[src/hdl/tlc_ram.sv]
// tlc_ram: generic single write port, single read port ram with registered read
// no dependencies
`default_nettype none
module tlc_ram #(
   parameter int WIDTH = 8,
   parameter int DEPTH = 16
) (
   input  wire logic                                  clock,
   input  wire logic                                  we,
   input  wire logic [(DEPTH > 1 ? $clog2(DEPTH) : 1)-1:0] waddr,
   input  wire logic [WIDTH-1:0]                      wdata,
   input  wire logic [(DEPTH > 1 ? $clog2(DEPTH) : 1)-1:0] raddr,
   output logic [WIDTH-1:0]                           rdata
);
   logic [WIDTH-1:0] mem [DEPTH];

   always_ff @(posedge clock) begin
      if (we) mem[waddr] <= wdata;
      rdata <= mem[raddr];
   end
endmodule
`default_nettype wire

[config.mk]
export PLATFORM = sky130hd
export DESIGN_NAME = tlc_ram
export DESIGN_NICKNAME = d
export VERILOG_FILES = /design/src/hdl/tlc_ram.sv
export SDC_FILE = /design/constraint.sdc
export NUM_CORES = 1
export LEC_CHECK = 0
export ABC_AREA = 0
export BUFFER_PORTS_ARGS = -buffer_cell sky130_fd_sc_hd__buf_2
export CORE_ASPECT_RATIO = 2
export CORE_MARGIN = 5
export CORE_UTILIZATION = 55
export DETAILED_ROUTE_END_ITERATION = 16
export PLACE_DENSITY = 0.73
export SLEW_MARGIN = 20
export SYNTH_ARGS = -nofsm -noshare
export SYNTH_HDL_FRONTEND = slang
export SYNTH_SLANG_ARGS = --single-unit
[constraint.sdc]
create_clock -name clock -period 3.4 [get_ports clock]
set_input_delay 0.68 -clock clock [delete_from_list [all_inputs] [get_ports clock]]
set_output_delay 0.68 -clock clock [all_outputs]
set_load 0.01 [all_outputs]
After elaboration in Yosys (flattened, before gate mapping)
Memory sizes are Yosys's and may differ from the RTL's. A register that Yosys moved wholly into a read port is not among the register bits.
Index checks and enable logic that the tools add are counted.
W data, S select, Z words.
{"block": "totals", "mem_count": 1, "mem_bits_rw": 128, "output_inout_bits": 8, "inputBits": 18, "elab_cells": 3, "ff_bits": 0}
{"block": "op_classes", "muxes": 2}
{"name": "mem", "depth": 16, "width": 8, "rd": 1, "rd_clocked_by_memory_dff": 1, "write_ports": 1, "line_no": "15", "text": "logic [WIDTH-1:0] mem [DEPTH];"}
{"operator": "$mux W1", "n": 2}

Logic depth before layout (Yosys ltp)
{"block": "depth", "depth_word": 2, "depth_mapped": 5, "mapped_depth_nobuf": 3}

Worst setup path before layout
OpenSTA, ideal clock, no wires.
{"block": "synth_path", "path_type": "input-to-reg", "startpoint": "input port waddr[2] in the netlist's numbering", "endpoint": "memory mem[0][0], enable pin", "path_buffers": 0, "cell_stages": 2, "setup_ps": 383, "path_slack_ps": 1227, "required_time_ps": 3017, "t_arrival_ps": 1790, "path_cell_list": "or3b_2 nor3_1"}
{"element": "from (decl)", "line_no": "10", "text": "input wire logic [(DEPTH > 1 ? $clog2(DEPTH) : 1)-1:0] waddr,"}
{"element": "to (decl)", "line_no": "15"}
No word-level cell before the write port.

==> qor.yml <==
run_status:
  outcome: "finished, final reports clean"
cells_and_area:
  final_nets: 287
  n_fill_cell: 593
  seq_area_um2: 4000
  antenna_cells: 0
  syn2layout_area_growth_pct: 17.6
  multi_input_area_um2: 1060
  final_layout_size_suffix_gt1_frac: 0.284
  postLayoutCoreUtil: 0.654
global_route:
  met3_usage: 0.0479
  grtUsageMet2: 0.320
  antenna_found_initial: 0
  grt_usage: 0.185
  grt_pass1_wl_mm: 14.8
  busiest_layer: "met2"
  grt_max_degree: 33
  grt_pass1_vias: 2551
  met1_usage: 0.211
  grt-ovfl-total: 0
sta:
  hold_violations: 0
  setup_tns_ns: 0
  drv_slew: 0
  fmax_mhz: 477
  min_period_ns: 2.10
  maxSlewHeadroom: 0.319
  clock_skew_ns: 0.00466
  setup_viol: 0
  finalCritPeriodShare: 0.617
  worstMarginPinSlew_ns: 1.02
  finalWorstSetupSlack_ns: 1.30
  fin_hold_ws_ns: 0.646
  rsz0062_at_grt: "no"
placement:
  hpwl_mm: 6.34
  portBuffers: 25
  place_ws_ns: 0.856
  place.gp.congestion: 0.785
logic_synthesis:
  syn_inst: 229
  synth_fp_nets: 247
  yosys.area_share.xor_xnor: 0
  avgSynthCellArea_um2: 22.5
  synthTopCellsByCount: "edfxtp_1 (128), mux4_2 (18), a22oi_1 (16)"
  synth_mux_area_frac: 0.150
  synth_cell_types: 19
  synth_top_area_share: 0.747
  synth-simple-area-share: 0.0318
  synth_compound_area_frac: 0.0233
  synth_area_leaders: "edfxtp_1 (75%), mux4_2 (7.9%), mux4_1 (7.1%), dfxtp_1 (3.1%), a22oi_1 (2.3%)"
  ys_seq_area_frac: 0.778
  ys_ff_latch: 136
  syn_area_um2: 5150
  yosys_most_used_dff: "edfxtp_1"
  yosys_warnings: 0
  async_flop_share: 0
  post-synth-top-count-cell: "edfxtp_1"
  synth-edff-count: 128
  synthAdderAreaFrac: 0
  synth.largest_area_cell: "edfxtp_1"
  synth_top_family_by_area: "multiplexers"
setup_path:
  worst_ep_arrival_time_ns: 2.39
  end_kind: "register"
  cp_max_fo: 26
  required_ns: 3.70
  critPathKind: "in2reg"
  start_kind: "input pin"
flow_run:
  drv_cap: 0
floorplanning:
  core_area_um2: 9260
  ios: 26
  fp.dieH_um: 147
  start_util: 0.556
  die_area_um2: 11500
  rows: 50
  die_x_um: 78.4
cts:
  cts_resized: 0
  cts_hold_buffers: 0
  clk_latency_ns: 0.41
  cts_made_buffers: 17
  cts_sinks: 136
  htree_levels: 4
  cts_root_buffer: "clkbuf_16"
  clk_pin_slew_ns: 0.06
  cts_tree: "done"
  postCtsSetupBuffers: 0
  clock_path_buffers: 2
routing:
  wl_mm: 9.59
  drt_iter0_drc: 251
  antenna_left: 0
  drt_pass1_iterations: 5
  via_per_inst: 6.16
  drc: 0
  wire_per_inst_um: 24.8
  vias: 2378
min_path:
  hold_class: "in2reg"
pwr:
  p_leak_uw: 0.00206
  vdd_drop_max_mv: 0.516
  p_per_area_nw_per_um2: 690
sequential cells by signal, indices dropped and copies added (netlist names):
signal and flops:
rdata 8, mem 128
power by group:
part / internal (µW) / switching (µW) / leakage (µW)
clock network: 1460 / 659 / 0.000335
logic: 69.0 / 96.6 / 0.000501
registers: 1880 / 10.2 / 0.00122
total: 3410 / 766 / 0.00206
area by class of cell:
type	instances	share of cell area
clock buffers	19	0.0732
clock inverters	13	0.0411
multi-input cells	83	0.175
flip-flops and latches	136	0.661
well taps	104	0.0215
repair buffers	31	0.0281
cell usage in the layout (no fill, tap or decap):
cell type,netlist,final
clkbuf_16,0,17
and2b_1,1,1
buf_4,1,6
mux4_2,18,18
or3b_2,1,1
a22oi_1,16,16
nor2_1,13,13
and2_1,1,1
clkinv_4,0,2
nor3_1,4,4
nor2b_1,1,1
bufinv_16,0,7
clkbuf_8,0,1
nand3b_1,2,2
clkbuf_1,0,1
clkinv_1,0,1
nand3_1,1,1
mux4_1,14,14
edfxtp_1,128,128
buf_2,3,25
nand2b_1,2,2
dfxtp_1,8,8
nand2_1,9,9
clkinvlp_4,0,1
clkinv_2,0,2
worst paths after layout:
kind	start	to	slack, ns	depth (start not counted)
max	raddr[0]	rdata[6]	1.30	5
min	wdata[2]	mem[14][2]	0.65	1
max reg2reg	mem[2][2]	rdata[2]	2.04	3
min reg2reg	mem[15][0]	rdata[0]	0.67	3
worst max-delay path: stages:
cell and delay, ns:
buf_2 0.61, buf_4 0.30, mux4_2 0.52, a22oi_1 0.16
nand2_1 0.08
per-layer routing:
layer | share of wire | vias to the layer above
met5 | 0 | -
met2 | 0.57 | 80
li1 | - | 1060
met3 | 0.043 | 14
met1 | 0.37 | 1224
met4 | 0.019 | 0
cell families after synthesis:
kind of cell    after synthesis
flops                       136
simple gates                 35
mux                          32
compound gates               16
buf+inv                      10
stage by stage:
stage | total power [µW] | std cells | instance area (µm²)
2_1_floorplan | 2020 | 229 | 5150
3_3_place_gp | 2080 | 354 | 5360
3_5_place_dp | 2090 | 354 | 5360
4_1_cts | 4200 | 386 | 6050
5_1_grt | 4290 | 386 | 6050
6_report | 4170 | 386 | 6050
Power figures use the tool's default switching activity.
